===== config.mk =====
export PLATFORM = sky130hd
export DESIGN_NAME = expression_tokenizer_core
export DESIGN_NICKNAME = d
export VERILOG_FILES = /design/src/sv/etk_pkg.sv /design/src/sv/etk_lex.sv /design/src/sv/etk_fifo.sv /design/src/sv/expression_tokenizer_core.sv
export SDC_FILE = /design/constraint.sdc
export NUM_CORES = 1
export LEC_CHECK = 0
export ABC_AREA = 1
export BUFFER_PORTS_ARGS = -buffer_cell sky130_fd_sc_hd__clkbuf_2
export CORE_ASPECT_RATIO = 0.6
export CORE_MARGIN = 10
export CORE_UTILIZATION = 65
export CTS_CLUSTER_DIAMETER = 50
export DETAILED_ROUTE_END_ITERATION = 10
export PLACE_DENSITY = 0.88
export SYNTH_ARGS = -nofsm -noshare
export SYNTH_HDL_FRONTEND = slang
export SYNTH_SLANG_ARGS = --single-unit

===== constraint.sdc =====
create_clock -name clk -period 8.6 [get_ports clk]
set_input_delay 1.72 -clock clk [delete_from_list [all_inputs] [get_ports clk]]
set_output_delay 1.72 -clock clk [all_outputs]
set_load 0.01 [all_outputs]

===== src/sv/etk_pkg.sv =====
// Shared types, token codes and character helpers for the expression tokenizer.
// No dependencies; used by etk_lex, etk_fifo and expression_tokenizer_core.
package etk_pkg;

  localparam int MAX_TOKEN_LEN_DEF = 64;
  localparam int FIFO_DEPTH        = 4;

  localparam int KIND_W = 5;
  localparam int OFF_W  = 16;
  localparam int LEN_W  = 7;

  // Token kind codes
  localparam logic [KIND_W-1:0] KIND_INTLIT = 5'd0;
  localparam logic [KIND_W-1:0] KIND_IDENT  = 5'd1;
  localparam logic [KIND_W-1:0] KIND_TRUE   = 5'd2;
  localparam logic [KIND_W-1:0] KIND_FALSE  = 5'd3;
  localparam logic [KIND_W-1:0] KIND_INT    = 5'd4;
  localparam logic [KIND_W-1:0] KIND_PLUS   = 5'd5;
  localparam logic [KIND_W-1:0] KIND_MINUS  = 5'd6;
  localparam logic [KIND_W-1:0] KIND_STAR   = 5'd7;
  localparam logic [KIND_W-1:0] KIND_SLASH  = 5'd8;
  localparam logic [KIND_W-1:0] KIND_GT     = 5'd9;
  localparam logic [KIND_W-1:0] KIND_LT     = 5'd11;
  localparam logic [KIND_W-1:0] KIND_ASSIGN = 5'd13;
  localparam logic [KIND_W-1:0] KIND_AMP    = 5'd15;
  localparam logic [KIND_W-1:0] KIND_PIPE   = 5'd17;
  localparam logic [KIND_W-1:0] KIND_BANG   = 5'd19;
  localparam logic [KIND_W-1:0] KIND_LPAREN = 5'd21;
  localparam logic [KIND_W-1:0] KIND_RPAREN = 5'd22;
  localparam logic [KIND_W-1:0] KIND_LBRACE = 5'd23;
  localparam logic [KIND_W-1:0] KIND_RBRACE = 5'd24;
  localparam logic [KIND_W-1:0] KIND_COMMA  = 5'd25;
  localparam logic [KIND_W-1:0] KIND_SEMI   = 5'd26;
  localparam logic [KIND_W-1:0] KIND_EOL    = 5'd27;
  localparam logic [KIND_W-1:0] KIND_ERROR  = 5'd28;

  // Character codes
  localparam logic [7:0] CH_NL     = 8'h0A;
  localparam logic [7:0] CH_SPACE  = 8'h20;
  localparam logic [7:0] CH_BANG   = 8'h21;
  localparam logic [7:0] CH_AMP    = 8'h26;
  localparam logic [7:0] CH_LPAREN = 8'h28;
  localparam logic [7:0] CH_RPAREN = 8'h29;
  localparam logic [7:0] CH_STAR   = 8'h2A;
  localparam logic [7:0] CH_PLUS   = 8'h2B;
  localparam logic [7:0] CH_COMMA  = 8'h2C;
  localparam logic [7:0] CH_MINUS  = 8'h2D;
  localparam logic [7:0] CH_SLASH  = 8'h2F;
  localparam logic [7:0] CH_SEMI   = 8'h3B;
  localparam logic [7:0] CH_LT     = 8'h3C;
  localparam logic [7:0] CH_EQ     = 8'h3D;
  localparam logic [7:0] CH_GT     = 8'h3E;
  localparam logic [7:0] CH_UNDER  = 8'h5F;
  localparam logic [7:0] CH_LBRACE = 8'h7B;
  localparam logic [7:0] CH_PIPE   = 8'h7C;
  localparam logic [7:0] CH_RBRACE = 8'h7D;
  localparam logic [7:0] CH_A      = 8'h61;
  localparam logic [7:0] CH_E      = 8'h65;
  localparam logic [7:0] CH_F      = 8'h66;
  localparam logic [7:0] CH_I      = 8'h69;
  localparam logic [7:0] CH_L      = 8'h6C;
  localparam logic [7:0] CH_N      = 8'h6E;
  localparam logic [7:0] CH_R      = 8'h72;
  localparam logic [7:0] CH_S      = 8'h73;
  localparam logic [7:0] CH_T      = 8'h74;
  localparam logic [7:0] CH_U      = 8'h75;

  // Keyword candidate bits
  localparam int CAND_TRUE  = 0;
  localparam int CAND_FALSE = 1;
  localparam int CAND_INT   = 2;

  typedef enum logic [3:0] {
    M_IDLE  = 4'd0,
    M_INTL  = 4'd1,
    M_IDENT = 4'd2,
    M_GT    = 4'd3,
    M_LT    = 4'd4,
    M_EQ    = 4'd5,
    M_AMP   = 4'd6,
    M_PIPE  = 4'd7,
    M_BANG  = 4'd8
  } mode_t;

  typedef struct packed {
    mode_t             mode;
    logic [OFF_W-1:0]  tok_start;
    logic [LEN_W-1:0]  tok_len;
    logic              ovf;
    logic [2:0]        cand;
    logic [OFF_W-1:0]  offset;
  } lex_state_t;

  typedef struct packed {
    logic              last;
    logic              too_long;
    logic [LEN_W-1:0]  length;
    logic [OFF_W-1:0]  start;
    logic [KIND_W-1:0] kind;
  } token_t;

  // Up to two tokens produced by one character, a first
  typedef struct packed {
    logic [1:0] n;
    token_t     a;
    token_t     b;
  } push_t;

  function automatic logic is_digit(input logic [7:0] c);
    return (c >= 8'h30) && (c <= 8'h39);
  endfunction

  function automatic logic is_word(input logic [7:0] c);
    return ((c >= 8'h61) && (c <= 8'h7A)) || ((c >= 8'h41) && (c <= 8'h5A)) ||
           (c == CH_UNDER);
  endfunction

  function automatic logic kw_true_ok(input logic [LEN_W-1:0] p, input logic [7:0] c);
    case (p)
      7'd0:    return c == CH_T;
      7'd1:    return c == CH_R;
      7'd2:    return c == CH_U;
      7'd3:    return c == CH_E;
      default: return 1'b0;
    endcase
  endfunction

  function automatic logic kw_false_ok(input logic [LEN_W-1:0] p, input logic [7:0] c);
    case (p)
      7'd0:    return c == CH_F;
      7'd1:    return c == CH_A;
      7'd2:    return c == CH_L;
      7'd3:    return c == CH_S;
      7'd4:    return c == CH_E;
      default: return 1'b0;
    endcase
  endfunction

  function automatic logic kw_int_ok(input logic [LEN_W-1:0] p, input logic [7:0] c);
    case (p)
      7'd0:    return c == CH_I;
      7'd1:    return c == CH_N;
      7'd2:    return c == CH_T;
      default: return 1'b0;
    endcase
  endfunction

endpackage


===== src/sv/etk_lex.sv =====
// One-character scan step of the tokenizer: next scanner state and up to two tokens.
// Depends on etk_pkg.
module etk_lex #(
  parameter int MAX_TOKEN_LEN = etk_pkg::MAX_TOKEN_LEN_DEF
) (
  input  etk_pkg::lex_state_t st_i,
  input  logic [7:0]          char_i,
  output etk_pkg::lex_state_t st_o,
  output etk_pkg::push_t      push_o
);

  localparam logic [etk_pkg::LEN_W-1:0] MAX_LEN = etk_pkg::LEN_W'(MAX_TOKEN_LEN);

  always_comb begin
    etk_pkg::lex_state_t       nxt;
    etk_pkg::token_t           pend;
    etk_pkg::token_t           self_tok;
    logic                      has_pend;
    logic                      has_self;
    logic                      done;
    logic                      cont;
    logic [7:0]                second;
    logic [etk_pkg::KIND_W-1:0] single;
    logic [etk_pkg::KIND_W-1:0] wkind;
    logic [2:0]                cand;

    nxt        = st_i;
    nxt.offset = st_i.offset + 16'd1;
    pend       = '0;
    self_tok   = '0;
    has_pend   = 1'b0;
    has_self   = 1'b0;
    done       = 1'b0;
    cont       = 1'b0;
    second     = etk_pkg::CH_EQ;
    single     = etk_pkg::KIND_BANG;
    cand       = 3'b000;

    // Word kind of the pending identifier
    wkind = etk_pkg::KIND_IDENT;
    if (!st_i.ovf) begin
      if (st_i.tok_len == 7'd4 && st_i.cand[etk_pkg::CAND_TRUE]) begin
        wkind = etk_pkg::KIND_TRUE;
      end else if (st_i.tok_len == 7'd5 && st_i.cand[etk_pkg::CAND_FALSE]) begin
        wkind = etk_pkg::KIND_FALSE;
      end else if (st_i.tok_len == 7'd3 && st_i.cand[etk_pkg::CAND_INT]) begin
        wkind = etk_pkg::KIND_INT;
      end
    end

    if (st_i.mode == etk_pkg::M_INTL || st_i.mode == etk_pkg::M_IDENT) begin
      cont = (st_i.mode == etk_pkg::M_INTL  && etk_pkg::is_digit(char_i)) ||
             (st_i.mode == etk_pkg::M_IDENT && etk_pkg::is_word(char_i));
      if (cont) begin
        done = 1'b1;
        if (st_i.mode == etk_pkg::M_IDENT) begin
          cand[etk_pkg::CAND_TRUE]  = st_i.cand[etk_pkg::CAND_TRUE] &&
                                      etk_pkg::kw_true_ok(st_i.tok_len, char_i);
          cand[etk_pkg::CAND_FALSE] = st_i.cand[etk_pkg::CAND_FALSE] &&
                                      etk_pkg::kw_false_ok(st_i.tok_len, char_i);
          cand[etk_pkg::CAND_INT]   = st_i.cand[etk_pkg::CAND_INT] &&
                                      etk_pkg::kw_int_ok(st_i.tok_len, char_i);
          nxt.cand = cand;
        end
        if (st_i.tok_len < MAX_LEN) begin
          nxt.tok_len = st_i.tok_len + 7'd1;
        end else begin
          nxt.ovf  = 1'b1;
          nxt.cand = 3'b000;
        end
      end else begin
        has_pend      = 1'b1;
        pend.kind     = (st_i.mode == etk_pkg::M_INTL) ? etk_pkg::KIND_INTLIT : wkind;
        pend.start    = st_i.tok_start;
        pend.length   = st_i.tok_len;
        pend.too_long = st_i.ovf;
      end
    end else if (st_i.mode != etk_pkg::M_IDLE) begin
      unique case (st_i.mode)
        etk_pkg::M_GT:   begin second = etk_pkg::CH_EQ;   single = etk_pkg::KIND_GT;     end
        etk_pkg::M_LT:   begin second = etk_pkg::CH_EQ;   single = etk_pkg::KIND_LT;     end
        etk_pkg::M_EQ:   begin second = etk_pkg::CH_EQ;   single = etk_pkg::KIND_ASSIGN; end
        etk_pkg::M_AMP:  begin second = etk_pkg::CH_AMP;  single = etk_pkg::KIND_AMP;    end
        etk_pkg::M_PIPE: begin second = etk_pkg::CH_PIPE; single = etk_pkg::KIND_PIPE;   end
        default:         begin second = etk_pkg::CH_EQ;   single = etk_pkg::KIND_BANG;   end
      endcase
      has_pend   = 1'b1;
      pend.start = st_i.tok_start;
      nxt.mode   = etk_pkg::M_IDLE;
      if (char_i == second) begin
        // Two-character operator swallows this character
        done        = 1'b1;
        pend.kind   = single + 5'd1;
        pend.length = 7'd2;
      end else begin
        pend.kind   = single;
        pend.length = 7'd1;
      end
    end

    if (!done) begin
      nxt.mode = etk_pkg::M_IDLE;
      if (etk_pkg::is_digit(char_i) || etk_pkg::is_word(char_i)) begin
        nxt.mode      = etk_pkg::is_digit(char_i) ? etk_pkg::M_INTL : etk_pkg::M_IDENT;
        nxt.tok_start = st_i.offset;
        nxt.tok_len   = 7'd1;
        nxt.ovf       = 1'b0;
        nxt.cand      = {char_i == etk_pkg::CH_I, char_i == etk_pkg::CH_F,
                         char_i == etk_pkg::CH_T};
      end else begin
        has_self        = 1'b1;
        self_tok.start  = st_i.offset;
        self_tok.length = 7'd1;
        self_tok.kind   = etk_pkg::KIND_ERROR;
        case (char_i)
          etk_pkg::CH_GT:     begin nxt.mode = etk_pkg::M_GT;   has_self = 1'b0; end
          etk_pkg::CH_LT:     begin nxt.mode = etk_pkg::M_LT;   has_self = 1'b0; end
          etk_pkg::CH_EQ:     begin nxt.mode = etk_pkg::M_EQ;   has_self = 1'b0; end
          etk_pkg::CH_AMP:    begin nxt.mode = etk_pkg::M_AMP;  has_self = 1'b0; end
          etk_pkg::CH_PIPE:   begin nxt.mode = etk_pkg::M_PIPE; has_self = 1'b0; end
          etk_pkg::CH_BANG:   begin nxt.mode = etk_pkg::M_BANG; has_self = 1'b0; end
          etk_pkg::CH_PLUS:   self_tok.kind = etk_pkg::KIND_PLUS;
          etk_pkg::CH_MINUS:  self_tok.kind = etk_pkg::KIND_MINUS;
          etk_pkg::CH_STAR:   self_tok.kind = etk_pkg::KIND_STAR;
          etk_pkg::CH_SLASH:  self_tok.kind = etk_pkg::KIND_SLASH;
          etk_pkg::CH_LPAREN: self_tok.kind = etk_pkg::KIND_LPAREN;
          etk_pkg::CH_RPAREN: self_tok.kind = etk_pkg::KIND_RPAREN;
          etk_pkg::CH_LBRACE: self_tok.kind = etk_pkg::KIND_LBRACE;
          etk_pkg::CH_RBRACE: self_tok.kind = etk_pkg::KIND_RBRACE;
          etk_pkg::CH_COMMA:  self_tok.kind = etk_pkg::KIND_COMMA;
          etk_pkg::CH_SEMI:   self_tok.kind = etk_pkg::KIND_SEMI;
          etk_pkg::CH_SPACE:  has_self = 1'b0;
          etk_pkg::CH_NL: begin
            self_tok.kind = etk_pkg::KIND_EOL;
            nxt.offset    = '0;
          end
          default: self_tok.kind = etk_pkg::KIND_ERROR;
        endcase
        if (nxt.mode != etk_pkg::M_IDLE) begin
          nxt.tok_start = st_i.offset;
        end
      end
    end

    // Order: pending token first, flag the final one
    push_o = '0;
    if (has_pend && has_self) begin
      push_o.n      = 2'd2;
      push_o.a      = pend;
      push_o.b      = self_tok;
      push_o.b.last = 1'b1;
    end else if (has_pend) begin
      push_o.n      = 2'd1;
      push_o.a      = pend;
      push_o.a.last = 1'b1;
    end else if (has_self) begin
      push_o.n      = 2'd1;
      push_o.a      = self_tok;
      push_o.a.last = 1'b1;
    end
    st_o = nxt;
  end

endmodule


===== src/sv/etk_fifo.sv =====
// Small token queue: two writes and one read per cycle, decouples the two channels.
// Depends on etk_pkg.
module etk_fifo (
  input  logic            clk,
  input  logic            rst_n,
  input  logic            push_en_i,
  input  etk_pkg::push_t  push_i,
  output logic            space_o,
  output logic            out_valid_o,
  input  logic            out_ready_i,
  output etk_pkg::token_t out_tok_o
);

  localparam int DEPTH = etk_pkg::FIFO_DEPTH;
  localparam int AW    = $clog2(DEPTH);

  etk_pkg::token_t mem_r [DEPTH];
  logic [AW-1:0]   wr_ptr_r, wr_ptr_nxt;
  logic [AW-1:0]   rd_ptr_r, rd_ptr_nxt;
  logic [AW:0]     count_r, count_nxt;
  logic [1:0]      n_push;
  logic            pop;

  assign n_push      = push_en_i ? push_i.n : 2'd0;
  assign pop         = out_valid_o && out_ready_i;
  assign out_valid_o = (count_r != '0);
  assign out_tok_o   = mem_r[rd_ptr_r];
  // Room for the worst case of two tokens
  assign space_o     = (count_r <= (AW+1)'(DEPTH - 2));

  assign wr_ptr_nxt = wr_ptr_r + AW'(n_push);
  assign rd_ptr_nxt = rd_ptr_r + AW'(pop);
  assign count_nxt  = count_r + (AW+1)'(n_push) - (AW+1)'(pop);

  always_ff @(posedge clk) begin
    if (!rst_n) begin
      wr_ptr_r <= '0;
      rd_ptr_r <= '0;
      count_r  <= '0;
    end else begin
      wr_ptr_r <= wr_ptr_nxt;
      rd_ptr_r <= rd_ptr_nxt;
      count_r  <= count_nxt;
    end
  end

  always_ff @(posedge clk) begin
    if (n_push != 2'd0) begin
      mem_r[wr_ptr_r] <= push_i.a;
    end
    if (n_push == 2'd2) begin
      mem_r[wr_ptr_r + AW'(1)] <= push_i.b;
    end
  end

endmodule


===== src/sv/expression_tokenizer_core.sv =====
// Top level of the expression tokenizer: scanner state, scan step and token queue.
// Depends on etk_pkg, etk_lex and etk_fifo.
//
//   channel | dir | payload                                         | marker
//   in_     | in  | tdata[7:0] character byte                       | -
//   out_    | out | tdata: kind, start offset, length, too_long     | tlast = final token
//
// One character is taken per cycle. Each accepted beat updates the scanner
// state in the same cycle and queues zero, one or two tokens in a four-entry
// token queue; tokens leave one per cycle while out_tready is high. in_tready
// drops only while the queue holds fewer than two free entries, so input
// stalls only when the output side is slower than the token rate. Reset (rst_n low,
// synchronous) clears the scanner to idle at offset zero and empties the queue.
module expression_tokenizer_core #(
  parameter int MAX_TOKEN_LEN = etk_pkg::MAX_TOKEN_LEN_DEF
) (
  input  logic        clk,
  input  logic        rst_n,
  input  logic        in_tvalid,
  output logic        in_tready,
  input  logic [7:0]  in_tdata,   // [7:0] char_in
  output logic        out_tvalid,
  input  logic        out_tready,
  output logic [31:0] out_tdata,  // [4:0] kind, [20:5] start_offset, [27:21] length,
                                  // [28] too_long, [31:29] zero
  output logic        out_tlast
);

  etk_pkg::lex_state_t st_r, st_nxt, st_step;
  etk_pkg::push_t      push;
  etk_pkg::token_t     out_tok;
  logic                in_beat;

  assign in_beat = in_tvalid && in_tready;

  // Scan step: pure logic from the scanner registers and the incoming byte
  etk_lex #(
    .MAX_TOKEN_LEN (MAX_TOKEN_LEN)
  ) u_lex (
    .st_i   (st_r),
    .char_i (in_tdata),
    .st_o   (st_step),
    .push_o (push)
  );

  // Advance the scanner only on an accepted beat; hold otherwise
  assign st_nxt = in_beat ? st_step : st_r;

  always_ff @(posedge clk) begin
    if (!rst_n) begin
      st_r.mode      <= etk_pkg::M_IDLE;
      st_r.tok_start <= '0;
      st_r.tok_len   <= '0;
      st_r.ovf       <= 1'b0;
      st_r.cand      <= 3'b111;
      st_r.offset    <= '0;
    end else begin
      st_r <= st_nxt;
    end
  end

  // Queue tokens; the result register side drives the output channel
  etk_fifo u_fifo (
    .clk         (clk),
    .rst_n       (rst_n),
    .push_en_i   (in_beat),
    .push_i      (push),
    .space_o     (in_tready),
    .out_valid_o (out_tvalid),
    .out_ready_i (out_tready),
    .out_tok_o   (out_tok)
  );

  assign out_tdata = {3'b000, out_tok.too_long, out_tok.length, out_tok.start, out_tok.kind};
  assign out_tlast = out_tok.last;

  // A beat that yields tokens makes the output valid on the next cycle
  a_push_shows: assert property (@(posedge clk) disable iff (!rst_n)
    (in_beat && push.n != 2'd0) |=> out_tvalid)
    else $error("queued token not visible");

  // Two tokens from one byte only when a token was pending
  a_two_needs_pending: assert property (@(posedge clk) disable iff (!rst_n)
    (in_beat && push.n == 2'd2) |-> (st_r.mode != etk_pkg::M_IDLE))
    else $error("two tokens without a pending token");

  // Number and word runs always have a length within bounds
  a_run_len: assert property (@(posedge clk) disable iff (!rst_n)
    (st_r.mode == etk_pkg::M_INTL || st_r.mode == etk_pkg::M_IDENT) |->
    (st_r.tok_len != '0 && st_r.tok_len <= etk_pkg::LEN_W'(MAX_TOKEN_LEN)))
    else $error("run length out of range");

  // Overflow is flagged only at the saturated length
  a_ovf_sat: assert property (@(posedge clk) disable iff (!rst_n)
    st_r.ovf |-> (st_r.tok_len == etk_pkg::LEN_W'(MAX_TOKEN_LEN)))
    else $error("overflow without saturated length");

endmodule


==> Yosys cells after proc, flatten, opt, wreduce, memory -nomap -nowiden <==
Memories as Yosys holds them, arrays and structs flattened. A register that Yosys moved wholly into a read port is not among the register bits.
Index checks and enable logic that the tools add are counted.
{ "totals": {"regBits": 54, "ram_bits": 120, "input_bits": 12, "output_inout_bits": 35, "elab_cells": 169, "memories": 1} }
{ "memory_table": {"columns": ["name", "words", "width", "read_ports", "rd_ports_with_merged_regs", "wr", "line", "source"], "rows": [
  ["u_fifo.mem_r", 4, 30, 1, 1, 2, "etk_fifo.sv:17", "etk_pkg::token_t mem_r [DEPTH];"]
]} }
{ "classes": {"addsub": 8, "order_cmp": 8, "n_eq_ne": 45, "n_mux": 69, "bitwise": 1, "reduce_logical": 28} }
{ "ops": {"columns": ["operator", "count"], "rows": [
  ["== test 8 x 6 -> 1 bit (second input constant)", 14],
  ["== test 8 x 7 -> 1 bit (second input constant)", 14],
  ["2-to-1 mux 28 bit", 3],
  ["2-to-1 mux 32 bit", 2],
  ["one-hot mux 5 bit (11 select lines)", 1],
  ["2-to-1 mux 16 bit", 3],
  ["2-to-1 mux 47 bit", 1],
  ["2-to-1 mux 5 bit", 7],
  ["2-to-1 mux 11 bit", 3],
  ["2-to-1 mux 31 bit", 1],
  ["2-to-1 mux 30 bit", 1],
  ["2-to-1 mux 29 bit", 1],
  ["one-hot mux 5 bit (5 select lines)", 1],
  ["2-to-1 mux 1 bit", 24],
  ["one-hot mux 4 bit (6 select lines)", 1],
  ["2-to-1 mux 22 bit", 1],
  ["2-to-1 mux 20 bit", 1],
  ["2-to-1 mux 4 bit", 5],
  ["adder 16 x 1 -> 16 bit (second input constant)", 1],
  ["== test 4 x 3 -> 1 bit (second input constant)", 4],
  [">= comparator 8 x 7 -> 1 bit (second input constant)", 2],
  ["less-or-equal comparator 8 x 7 -> 1 bit (second input constant)", 2],
  ["2-to-1 mux 8 bit", 2],
  ["== test 7 x 2 -> 1 bit (second input constant)", 2],
  ["36 further kinds", 62]
]} }

==> Longest topological paths before layout <==
{ "depth": {"ltp_word": 16, "mapped_depth": 20, "mapped_depth_nobuf": 18} }

==> Cells and area by module <==
Synthesis repeated with hierarchy kept, for this count alone.
{ "unflattened": {"cells_unflattened": 1488, "hier_area_um2": 11005.6} }
{ "by_module_without_submodules": {"columns": ["mod", "instances", "cells_per_inst", "area_per_inst_um2", "seq_area_each_um2"], "rows": [
  ["etk_fifo", 1, 652, 6383.6, 3743.6],
  ["etk_lex", 1, 539, 2672.6, 0.0],
  ["expression_tokenizer_core", 1, 297, 1949.4, 940.9]
]} }

==> Least setup slack after synthesis <==
Ideal clock, no wire load.
{ "synth_timing": {"path_kind": "input to register", "start": "input in_tdata[3]", "end": "memory u_fifo.mem_r[0][0] (netlist name), enable pin", "setup_ps": 380, "t_arrival_ps": 4324, "required_time_ps": 8220, "slack_ps": 3896, "path_stages": 17, "n_path_buf": 3, "cell_sequence": "buf_2 nand2_1 nor2_1 nand2_1 nand2_2 nand3_4 nand3_2 clkinv_1 buf_2 ha_1 inv_1 nor2_1 nor2_1 inv_1 nand2_1 clkbuf_1 nand2_1"} }
{ "synth_lines": {"columns": ["item", "line", "source"], "rows": [
  ["from (decl)", "expression_tokenizer_core.sv:21", "input logic [7:0] in_tdata,"],
  ["to (decl)", "etk_fifo.sv:17", null]
]} }

==> impl_metrics.ini <==
[clock_tree]
cts_setup_buffers = 0
cts_buffers = 17
holdBufCountCts = 0
cts_tree = yes
clockRootBuffer = clkbuf_16
clk_pin_slew_ns = 0.07
post_cts_resized = 0
clock-sinks = 174
htreeDepth = 4
clk_path_buf_depth = 2
clk_latency_ns = 0.45

[power_and_ir_drop]
p_sw_mw = 0.965
ir_drop_v = 0.000206
p_leak_nw = 4.62
intPower_mw = 1.60
clkPwrFrac = 0.306
p_seq_frac = 0.411
switching_share = 0.377
power_density_nw_per_um2 = 242
pwr-share-comb = 0.282

[critical_path]
rrSetupSlack_ns = 4.20
setup.worst_path.start = in_tdata[6]
crit_arrival_ns = 5.45
crit_fanout = 23
startpoint_type = input pin
reg2regPathDepth = 13
critPathCapture = u_fifo.mem_r[2][21]$_DFFE_PP_
r2r_end = u_fifo.mem_r[2][21]$_DFFE_PP_
cp.required_ns = 8.65
path_class = input pin to register
worst_setup_path_end_kind = register
timing.rr.start = st_r[46]$_SDFFE_PN0P_

[placed_design]
place_area_um2 = 9970
portBuffers = 43
dp_hpwl_um = 19600
routabilityCongestion = 1.04
preCtsSetupSlack_ns = 2.90

[floorplanning]
die_width_um = 179
start_util = 0.672
ios = 47
core_um2 = 14700
die_area_um2 = 20700
die_h_um = 115
rows = 34

[status]
status = finished clean

[final_layout]
fin_nets = 1393
postLayoutCoreUtil = 0.720
syn2layout_area_growth_pct = 7.02
design_area_um2 = 10600
layout-drive-gt1-share = 0.0846
fillers = 1127
diodes = 0

[logic_synthesis]
synth_common_cells = 443 x nand2_1, 208 x nor2_1, 138 x nand3_1
synth_area_um2 = 9870
syn_area_per_cell_um2 = 7.15
yosys.area.top_type = edfxtp_1
async_reset_ff_frac = 0
synth_cell_types = 40
synth_ff_type = edfxtp_1
yosys_warnings = 0
synth_area_leaders = edfxtp_1 28%, nand2_1 17%, dfxtp_1 17%
yosysSeqAreaShare = 0.446
synthCells = 1380
yosysTopAreaCellShare = 0.280
synth_most_common_cell = nand2_1
synth_seq_cells = 174
synth_edf_count = 92

[sta]
rsz0062_at_grt = false
fin_crit_sh = 0.627
finalSetupTns_ns = 0
max_freq_mhz = 185
worstMarginPinSlew_ns = 1.34
layout_setup_ws_ns = 3.21
drv_slew = 0
finalSetupViolCount = 0
skew_ns = 0.0112
slew_headroom = 0.106
fin_crit_ns = 5.39
final_hold_viol_count = 0

[routing]
vias_per_cell = 6.04
drtAntennaViolNets = 0
drtIter0Drc = 1660
drc = 0
post_drt_wl_per_cell_um = 18.1
firstDrtPassIters = 7
routed_wl_um = 28600
vias = 9552

[hold_path]
hold_class = register to register
hp-start = u_fifo.mem_r[2][22]$_SDFFE_PP0N_

[global_routing]
grt_pass1_wl_um = 45400
grt_antenna_before_repair = 0
grt_overflow = 0
grt_max_degree = 81
track_usage = 0.279
grt_pass1_vias = 8528

[run]
cap_viol_max_count = 0
==> stage by stage <==
stage / hold WS, ns / total power [mW] / instances
3_5_place_dp: 0.468 / 1.77 / 1549
2_1_floorplan: 0.447 / 1.53 / 1382
5_1_grt: 0.507 / 2.67 / 1581
3_3_place_gp: 0.462 / 1.75 / 1549
6_report: 0.489 / 2.56 / 1581
4_1_cts: 0.485 / 2.54 / 1581
==> routing by layer <==
| metal | vias to the layer above | global-route usage | part of all wire |
|---|---|---|---|
| met1 | 4311 | 0.403 | 0.42 |
| met3 | 85 | 0.0997 | 0.17 |
| li1 | 4485 | - | - |
| met2 | 671 | 0.372 | 0.39 |
| met5 | - | 0.00694 | 0 |
| met4 | 0 | 0.101 | 0.022 |
==> worst min path at each step <==
stage                                       end  depth (start not counted)
3_5_place_dp   u_fifo.mem_r[3][22]$_SDFFE_PP0N_                          2
5_1_grt        u_fifo.mem_r[1][22]$_SDFFE_PP0N_                          2
2_1_floorplan  u_fifo.mem_r[1][22]$_SDFFE_PP0N_                          2
3_3_place_gp   u_fifo.mem_r[3][22]$_SDFFE_PP0N_                          2
6_report       u_fifo.mem_r[2][22]$_SDFFE_PP0N_                          2
4_1_cts        u_fifo.mem_r[1][22]$_SDFFE_PP0N_                          2
==> critical path, cell delays in order <==
cell and delay, ns:
clkbuf_2 0.12, nor2_1 0.29, nand2_1 0.10, inv_1 0.08, nand2_2 0.05, nand2_2 0.09, nand3_4 0.10, nand3_2 0.14
clkinv_1 0.36, ha_1 0.55, inv_1 0.14, nor2_1 0.19, nor2_1 0.07, inv_1 0.13, nand2_1 0.31, nand2_1 1.01
==> cell usage in the layout, fill, tap and decap left out, types with 2 or more instances in the layout <==
cell	Yosys	routed
nor2_4	2	2
conb_1	1	3
nand2_2	10	10
nand2_1	443	443
o21ai_1	2	2
nor3_1	14	14
clkinv_4	1	2
nor2_1	208	207
clkinv_8	0	2
nand4_1	22	22
clkinvlp_4	0	2
clkinv_1	5	5
nand3b_1	4	4
inv_8	0	4
nand3_1	138	138
inv_6	0	4
a21oi_1	14	14
nor4_1	2	2
xor2_1	16	16
inv_1	74	74
nor2_2	3	4
dfxtp_1	82	81
buf_4	3	2
xnor2_1	2	2
nand3_2	3	3
clkbuf_16	0	17
inv_2	14	14
a31oi_1	2	2
o22ai_1	31	31
clkbuf_2	0	43
ha_1	10	10
o21ai_0	99	99
edfxtp_1	92	92
nand2_4	2	2
==> sequential cells by signal, summed over array words and instances, names as in the netlist <==
name	cells
st_r	47
u_fifo.rd_ptr_r	2
u_fifo.wr_ptr_r	2
u_fifo.count_r	3
u_fifo.mem_r	120
==> cells by family (layout without fill, tap and decap cells) <==
family / after synthesis / after routing / synth area share
and+or+nand+nor: 855 / 855 / 0.365
DFF: 174 / 174 / 0.446
buffers and inverters: 170 / 171 / 0.0759
AOI/OAI and AO/OA: 151 / 151 / 0.0815
xor gates and xnor gates: 18 / 18 / 0.0160
adders and majority gates: 11 / 11 / 0.0147
other: 1 / 3 / 0.000380
==> area by class of cell <==
| cell class | count | area [µm²] | share of cell area |
|---|---|---|---|
| well taps | 198 | 248 | 0.0235 |
| clock buffers | 18 | 429 | 0.0406 |
| inverters | 94 | 358 | 0.0339 |
| multi-input cells | 1038 | 4730 | 0.447 |
| clock inverters | 14 | 166 | 0.0158 |
| repair buffers | 45 | 230 | 0.0218 |
| flip-flops and latches | 174 | 4410 | 0.417 |
==> power groups by stage <==
stage          Clock (mW)  Sequential [mW]  Combinational (mW)
5_1_grt             0.808             1.06               0.799
2_1_floorplan           0             1.01               0.522
4_1_cts             0.779             1.05               0.709
3_3_place_gp            0             1.06               0.687
6_report            0.784             1.05               0.723
3_5_place_dp            0             1.07               0.702
(Power assumes the default switching activity.)
